==> src/rtl/kmpq_pkg.sv <==
// shared constants, payload types and the row ordering function of the merge queue
package kmpq_pkg;

   localparam int NUM_SOURCES   = 64;
   localparam int NUM_KEYS      = 4;
   localparam int KEY_WIDTH     = 32;
   localparam int PAYLOAD_WIDTH = 32;

   localparam int SRC_W         = 6;
   localparam int FIELD_W       = 32;
   localparam int IN_KEY_FIELDS = 4;
   localparam int RANK_W        = $clog2(NUM_SOURCES);
   localparam int CNT_W         = $clog2(NUM_SOURCES + 1);

   localparam int KC_W       = 3;
   localparam int DM_W       = 4;
   localparam int CSR_IDX_W  = 1;
   localparam int CSR_DATA_W = 4;

   localparam logic [CSR_IDX_W-1:0] CSR_KEY_COUNT = 1'b0;
   localparam logic [CSR_IDX_W-1:0] CSR_DESC_MASK = 1'b1;

   localparam logic CMD_INSERT = 1'b0;
   localparam logic CMD_TAKE   = 1'b1;

   localparam logic [1:0] MODE_HOLD   = 2'd0;
   localparam logic [1:0] MODE_INSERT = 2'd1;
   localparam logic [1:0] MODE_TAKE   = 2'd2;
   localparam logic [1:0] MODE_SORT   = 2'd3;

   typedef struct packed {
      logic               cmd;
      logic [SRC_W-1:0]   source;
      logic [FIELD_W-1:0] key_0;
      logic [FIELD_W-1:0] key_1;
      logic [FIELD_W-1:0] key_2;
      logic [FIELD_W-1:0] key_3;
      logic [FIELD_W-1:0] payload;
   } req_type;

   typedef struct packed {
      logic [SRC_W-1:0]   out_source;
      logic [FIELD_W-1:0] out_key_0;
      logic [FIELD_W-1:0] out_key_1;
      logic [FIELD_W-1:0] out_key_2;
      logic [FIELD_W-1:0] out_key_3;
      logic [FIELD_W-1:0] out_payload;
      logic               was_empty;
      logic               now_empty;
   } rsp_type;

   // rank is the row's place in insertion order among the stored rows
   typedef struct packed {
      logic [SRC_W-1:0]                   source;
      logic [NUM_KEYS-1:0][KEY_WIDTH-1:0] keys;
      logic [PAYLOAD_WIDTH-1:0]           payload;
      logic [RANK_W-1:0]                  rank;
   } row_type;

   typedef struct packed {
      logic [1:0]      mode;
      logic            phase;
      logic [RANK_W-1:0] take_rank;
      logic [KC_W-1:0] key_count;
      logic [DM_W-1:0] desc_mask;
   } ctl_type;

   // true when row a leaves before row b
   function automatic logic row_before(row_type a, row_type b,
                                       logic [KC_W-1:0] kc, logic [DM_W-1:0] dm);
      int   n;
      logic done;
      logic res;
      logic desc;
      n    = int'(kc);
      done = 1'b0;
      res  = 1'b0;
      desc = 1'b0;
      if (n < 1) n = 1;
      if (n > NUM_KEYS) n = NUM_KEYS;
      for (int k = 0; k < NUM_KEYS; k++) begin
         if (!done && (k < n) && (a.keys[k] != b.keys[k])) begin
            done = 1'b1;
            desc = (k < DM_W) ? dm[k % DM_W] : 1'b0;
            res  = desc ? (a.keys[k] > b.keys[k]) : (a.keys[k] < b.keys[k]);
         end
      end
      if (!done) begin
         if (a.source != b.source) res = a.source < b.source;
         else res = a.rank < b.rank;
      end
      return res;
   endfunction

endpackage

==> src/rtl/kmpq_cell.sv <==
// one slot of the sorted row chain: insert, shift-up on take, neighbour swap on reorder
module kmpq_cell (
   input  logic              clock,
   input  logic              reset,
   input  kmpq_pkg::ctl_type ctl,
   input  logic              is_odd,
   input  kmpq_pkg::row_type new_row,
   input  kmpq_pkg::row_type prev_row,
   input  logic              prev_valid,
   input  logic              prev_keep,
   input  logic              prev_swap,
   input  kmpq_pkg::row_type right_row,
   input  logic              next_valid,
   output kmpq_pkg::row_type row,
   output logic              valid,
   output logic              keep,
   output logic              swap
);
   import kmpq_pkg::*;

   row_type row_ff, row_in;
   row_type cmp_a, cmp_b;
   logic    valid_ff, valid_in;
   logic    leads;
   logic    is_left;

   assign is_left = (is_odd == ctl.phase);

   // one comparator: against the new row on insert, against the right neighbour on reorder
   always_comb begin
      if (ctl.mode == MODE_SORT) begin
         cmp_a = right_row;
         cmp_b = row_ff;
      end else begin
         cmp_a = row_ff;
         cmp_b = new_row;
      end
      leads = row_before(cmp_a, cmp_b, ctl.key_count, ctl.desc_mask);
   end

   assign keep = valid_ff & leads;
   assign swap = (ctl.mode == MODE_SORT) & is_left & valid_ff & next_valid & leads;

   always_comb begin
      row_in   = row_ff;
      valid_in = valid_ff;
      unique case (ctl.mode)
         MODE_INSERT: begin
            if (!keep) begin
               if (prev_keep) begin
                  row_in   = new_row;
                  valid_in = 1'b1;
               end else begin
                  row_in   = prev_row;
                  valid_in = prev_valid;
               end
            end
         end
         MODE_TAKE: begin
            row_in   = right_row;
            valid_in = next_valid;
            // close the gap left in insertion order by the removed row
            if (right_row.rank > ctl.take_rank) row_in.rank = right_row.rank - 1'b1;
         end
         MODE_SORT: begin
            if (swap) row_in = right_row;
            else if (!is_left && prev_swap) row_in = prev_row;
         end
         MODE_HOLD: begin
            row_in   = row_ff;
            valid_in = valid_ff;
         end
      endcase
   end

   always_ff @(posedge clock) begin
      if (reset) begin
         valid_ff <= 1'b0;
      end else begin
         valid_ff <= valid_in;
      end
   end

   always_ff @(posedge clock) begin
      row_ff <= row_in;
   end

   assign row   = row_ff;
   assign valid = valid_ff;

endmodule

==> config.mk <==
export PLATFORM = sky130hd
export DESIGN_NAME = kmpq_cell
export DESIGN_NICKNAME = d
export VERILOG_FILES = /design/src/rtl/kmpq_pkg.sv /design/src/rtl/kmpq_cell.sv
export SDC_FILE = /design/constraint.sdc
export NUM_CORES = 1
export LEC_CHECK = 0
export BUFFER_PORTS_ARGS = -buffer_cell sky130_fd_sc_hd__buf_2
export CAP_MARGIN = 20
export CORE_AREA = 3 3 273 275
export DETAILED_ROUTE_END_ITERATION = 8
export DIE_AREA = 0 0 276 278
export GPL_TIMING_DRIVEN = 0
export PLACE_DENSITY_LB_ADDON = 0.12
export SYNTH_ARGS = -nofsm -noshare
export SYNTH_HDL_FRONTEND = slang
export SYNTH_SLANG_ARGS = --single-unit
==> constraint.sdc <==
create_clock -name clock -period 17.2 [get_ports clock]
set_input_delay 3.44 -clock clock [delete_from_list [all_inputs] [get_ports clock]]
set_output_delay 3.44 -clock clock [all_outputs]
set_load 0.02 [all_outputs]
==> results of run 1 <==
metal layers:
layer | global-route usage (%) | vias up | part of all wire, % | routed length, µm
li1 | - | 10400 | - | -
met3 | 6.68 | 266 | 7.6 | 10300
met1 | 43.0 | 11800 | 41 | 56100
met4 | 15.1 | 20 | 4.6 | 6220
met5 | 0 | - | 0.086 | 117
met2 | 55.4 | 1437 | 47 | 63400
where the power goes:
group	switching, mW	total, mW	internal (mW)
registers	0.0452	0.573	0.528
logic	0.532	0.802	0.269
clock network	0.221	0.422	0.201
total	0.799	1.80	0.998
critical path: cells and delay by family:
| family | cells | cell delay, ns |
|---|---|---|
| fa+ha+maj | 1 | 0.32 |
| buf+inv | 8 | 3.47 |
| simple gates | 6 | 1.26 |
| compound gates | 5 | 2.41 |
state kept, by name (all words and copies together) (netlist names):
register	flops
row	172
valid	1
area by class of cell:
type	instances	area share [%]
diodes	32	0.320
repair buffers	755	16.3
flip-flops and latches	173	20.7
plain buffers	204	3.48
multi-input cells	1949	52.0
well taps	959	4.79
inverters	15	0.225
clock buffers	20	1.74
clock inverters	12	0.460
cells by family after synthesis:
family          after synthesis
flops                       173
buf+inv                     219
mux                         312
xor+xnor                      9
compound gates              654
fa+ha+maj                   146
simple gates                828
metrics by stage:
step	area, µm²	utilization [%]
after floorplan	19100	-
after global placement	23900	32.9
after detailed placement	24300	33.5
after CTS	24900	34.3
after global routing	25000	34.4
final	25000	34.5
cells in the final DEF (no fill, tap or decap), types with 15 or more instances in the layout:
cell / instances
o211ai_2: 22
clkbuf_16: 17
ha_1: 146
mux2i_1: 257
buf_6: 15
nor2_1: 185
buf_4: 22
edfxtp_1: 172
diode_2: 32
nand4_1: 24
o21ai_0: 23
buf_1: 42
o22ai_1: 55
a211oi_1: 58
buf_2: 740
a21oi_1: 167
clkbuf_1: 125
o211ai_1: 222
a2111oi_0: 57
mux2_2: 55
nand2_1: 566
buf_8: 16
final timing paths:
check | to | depth (start not counted) | startpoint
min reg2reg | valid$_SDFFE_PP0P_ | 2 | valid$_SDFFE_PP0P_
min | valid$_SDFFE_PP0P_ | 2 | valid$_SDFFE_PP0P_
max reg2reg | row[158]$_DFFE_PP_ | 21 | row[163]$_DFFE_PP_
max | keep | 20 | ctl[15]
==> out/results.txt, run 1 <==
Clock Tree Root -> clkbuf_16
gr ovfl total -> 0
Wirelength per Cell -> 33.1 µm
Worst IR Drop VDD -> 0.0000687 V
initial antenna violation count -> 40
Synth Area in XOR/XNOR -> 0.412%
Port Buffer Count -> 710
Slowest Stage Delay on Critical Path -> 1.01 ns
Max-Cap Viols -> 0
largest family of logic cells by synthesized area -> compound AO/OA/AOI/OAI gates
Routed Antenna Nets -> 0
Final Skew -> 0.0197 ns
#FFs+latches synth -> 173
Die Wd -> 276 µm
first-pass iteration count of the detailed router -> 5
class of the worst hold path -> reg -> reg
Synth Area in Compound Gates -> 23.9%
WP data arrival -> 10.94 ns
outcome -> finished clean
total track usage -> 33.8%
Syn. warnings -> 0
Fin. Hold Viols -> 0
Final WS setup -> 2.82 ns
Netlist cell types -> 57
postcts setup bufs -> 0
Cell Area, Synth -> 19100 µm²
Simple-Gate Fraction of Synth Area -> 17.4%
Clock Path Buffers -> 2
number of global-route vias before repair -> 23100
mux contribution to synthesized area -> 16.7%
hold_ws -> 0.631 ns
Initial DRC Count -> 2963
via count -> 23900
largest net degree at the start of global routing -> 17
worst slew pin tran -> 1.24 ns
die area -> 76700 µm²
Startpoint Class -> input port
TritonCTS clock tree -> built
Post-synth EDFFs -> 172
Critical Path, Cell by Cell -> clkbuf_1, buf_8, and2_1, clkbuf_1, clkbuf_1, clkbuf_1, nand2_1, nand2_1, ha_1, a21oi_1, nor2b_1, o21ai_0, nand4_1, or4_1, a31oi_1, a22oi_1, clkbuf_1, clkbuf_1, a21boi_0, buf_2
first-pass GRT wire length -> 183000 µm
post-CTS sizing -> 0
core area -> 72600 µm²
Final HPWL DP -> 111000 µm
WS Path Type -> in -> out
shortest period the worst path allows -> 14.38 ns
main area contributors after synthesis -> edfxtp_1 (27%), mux2i_1 (13%), nand2_1 (11%)
CTS H-tree lvls -> 4
FP Rows -> 99
Synth area leader -> edfxtp_1
Slew Viols, Final -> 0
Placed Cells -> 4050
starting density of the core -> 26.3%
slew margin rel. -> 16.8%
cells after synthesis -> 2341
Placer Congestion -> 0.945
total power -> 1.80 mW
Critical-path top delay cell -> a21boi_0
Vias/cell -> 5.80
Power Density -> 71.8 nW/µm²
static leakage -> 11.5 nW
fmax -> 69.6 MHz
setup_tns -> 0 ns
sequential area share after synthesis -> 27.1%
required time worst endpoint -> 13.76 ns
Syn Area/Cell -> 8.17 µm²
# DRC -> 0
CP max FO -> 10
post-synth top area share -> 27.0%
Clock Latency Late Sink -> 0.52 ns
Worst Setup Slack post-DPL -> 3.03 ns
CP dominant cell by count -> clkbuf_1
CTS buffer count -> 17
fin cells -> 4119
most frequent cell after synthesis -> nand2_1
layout cells sized above 1 -> 29.0%
filler cell count in the final layout -> 7850
area of the multi-input gates -> 13000 µm²
syn_nets -> 3026
Worst-path clk slew -> 0.08 ns
most frequent cells after synthesis -> nand2_1 (566), mux2i_1 (257), o211ai_1 (222), nor2_1 (185), edfxtp_1 (172)
nets@finish -> 3800
adder-cell share of the synthesized area -> 9.55%
Post-synth ARST share -> 0%
Final period util -> 83.6%
r2r setup slk -> 9.48 ns
critical path endpoint category -> output port
Die H -> 278 µm
ys flop type -> edfxtp_1
CTS sink count -> 173
# IOs -> 714
final wirelength -> 136000 µm
Seq. cell area -> 5180 µm²
cts-stage hold buffer count -> 0
endpoints failing setup -> 0
synthesis-to-finish area growth -> 30.9%
RSZ-0062 raised after global routing -> no
No activity file was read; power rests on OpenSTA's default activity.
==> inputs of run 2 (changes only) <==
- clock period: 17.2 -> 11.9 ns (I/O delays scaled with it)
==> out/results.txt, run 2 (synthesis results as in run 1) <==
Routed Antenna Nets -> 0 (unchanged)
crit path from -> ctl[15] (unchanged)
shortest period the worst path allows -> 10.64 ns
Clock Tree Root -> clkbuf_16 (unchanged)
Max-Cap Viols -> 0 (unchanged)
initial antenna violation count -> 30 (was 40)
RR Endpoint -> row[28]$_DFFE_PP_ (was row[158]$_DFFE_PP_)
outcome -> finished clean (unchanged)
number of global-route vias before repair -> 23400 (was 23100)
CTS sink count -> 173 (unchanged)
most frequent cells in the layout -> buf_2 (754), nand2_1 (565), mux2i_1 (257) (was buf_2 (740), nand2_1 (566), mux2i_1 (257))
fmax -> 94.0 MHz
WP data arrival -> 8.26 ns (was 10.94 ns)
Final period util -> 89.4%
gr ovfl total -> 0 (unchanged)
worst r2r src -> row[163]$_DFFE_PP_ (unchanged)
Worst IR Drop VDD -> 0.0000840 V (was 0.0000687 V)
via count -> 23800 (was 23900)
synthesis-to-finish area growth -> 30.2% (was 30.9%)
most common cell after layout, fill and taps aside -> buf_2 (unchanged)
CTS H-tree lvls -> 4 (unchanged)
Die H -> 278 µm (unchanged)
r2r setup slk -> 5.36 ns (was 9.48 ns)
post-CTS sizing -> 0 (unchanged)
endpoints failing setup -> 0 (unchanged)
class of the worst hold path -> reg -> reg (unchanged)
end of the critical path -> swap (was keep)
Worst-path clk slew -> 0.07 ns (was 0.08 ns)
Slew Viols, Final -> 0 (unchanged)
Startpoint Class -> input port (unchanged)
# IOs -> 714 (unchanged)
postcts setup bufs -> 0 (unchanged)
Initial DRC Count -> 2514 (was 2963)
TritonCTS clock tree -> built (unchanged)
Clock Path Buffers -> 2 (unchanged)
CP max FO -> 11 (was 10)
core area -> 72600 µm² (unchanged)
FP Rows -> 99 (unchanged)
R2R depth -> 21 (unchanged)
required time worst endpoint -> 9.52 ns (was 13.76 ns)
Final HPWL DP -> 112000 µm (was 111000 µm)
Clock Latency Late Sink -> 0.52 ns (about the same)
first-pass iteration count of the detailed router -> 6 (was 5)
Final Skew -> 0.0218 ns (was 0.0197 ns)
static leakage -> 11.5 nW (about the same)
Worst Setup Slack post-DPL -> 1.47 ns (was 3.03 ns)
starting density of the core -> 26.3% (unchanged)
first-pass GRT wire length -> 188000 µm (was 183000 µm)
largest net degree at the start of global routing -> 17 (unchanged)
Placer Congestion -> 0.935 (was 0.945)
Wirelength per Cell -> 33.9 µm (was 33.1 µm)
setup_tns -> 0 ns (unchanged)
final wirelength -> 139000 µm (was 136000 µm)
total track usage -> 34.6% (was 33.8%)
die area -> 76700 µm² (unchanged)
Vias/cell -> 5.81 (was 5.80)
max FFs per register -> 172 (unchanged)
CTS buffer count -> 17 (unchanged)
# DRC -> 0 (unchanged)
WS Path Type -> in -> out (unchanged)
cts-stage hold buffer count -> 0 (unchanged)
Hold Startpoint -> valid$_SDFFE_PP0P_ (unchanged)
Final WS setup -> 1.26 ns (was 2.82 ns)
Port Buffer Count -> 710 (unchanged)
RSZ-0062 raised after global routing -> no (unchanged)
nets@finish -> 3786 (was 3800)
Die Wd -> 276 µm (unchanged)
layout cells sized above 1 -> 29.7% (was 29.0%)
worst slew pin tran -> 1.30 ns (was 1.24 ns)
Fin. Hold Viols -> 0 (unchanged)
critical path endpoint category -> output port (unchanged)
slew margin rel. -> 13.0% (was 16.8%)
Power Density -> 105 nW/µm² (was 71.8 nW/µm²)
==> run 2: worst min path at each step <==
stage                         end  cells past startpoint
2_1_floorplan  valid$_SDFFE_PP0P_                      2
3_3_place_gp   valid$_SDFFE_PP0P_                      2
3_5_place_dp   valid$_SDFFE_PP0P_                      2
4_1_cts        valid$_SDFFE_PP0P_                      2
5_1_grt        valid$_SDFFE_PP0P_                      2
6_report       valid$_SDFFE_PP0P_                      2
==> run 2: per-layer routing <==
layer / global-route usage (%) / share of wire [%] / vias up
met5: 0 / 0.065 / -
met4: 13.9 / 4.0 / 14
met3: 6.53 / 7.9 / 223
met2: 57.2 / 47 / 1391
met1: 44.4 / 41 / 11800
li1: - / - / 10300
==> run 2: per-stage QoR <==
stage                     cells  util (%)  area (µm²)  power (mW)  hold slack (ns)
final                      4094      34.3       24900        2.62            0.621
after global routing       4087      34.3       24900        2.71            0.676
after CTS                  4073      34.2       24800        2.59            0.616
after detailed placement   4041      33.5       24300        1.98            0.605
after global placement     4010      33.1       24000        2.00            0.595
after floorplan            2341         -       19200        1.41            0.648
==> run 2: area by class of cell <==
type,instances,area [µm²]
Buffer,204,976
Clock inverter,12,97.6
Antenna cell,21,52.6
Clock buffer,20,437
Tap cell,959,1200
Fill cell,7935,47700
Inverter,15,56.3
Timing Repair Buffer,741,3860
Multi-Input combinational cell,1949,13000
Sequential cell,173,5180
==> run 2: report_power, final <==
group | internal (mW) | switching [mW]
clock | 0.287 | 0.325
combinational | 0.391 | 0.787
sequential | 0.763 | 0.0632
total | 1.44 | 1.18
==> run 2: critical path, stage by stage <==
cell      delay, ns
clkbuf_8       0.17
and2_1         0.14
clkbuf_2       0.34
clkbuf_2       0.28
clkbuf_1       0.84
nand2_1        0.12
nand2_1        0.10
ha_1           0.32
and4_1         0.32
and3_1         0.21
a21boi_0       0.90
a311oi_1       0.36
a31oi_1        0.46
a22o_1         0.26
o21ai_2        0.09
inv_2          0.33
buf_2          0.35
buf_2          0.22
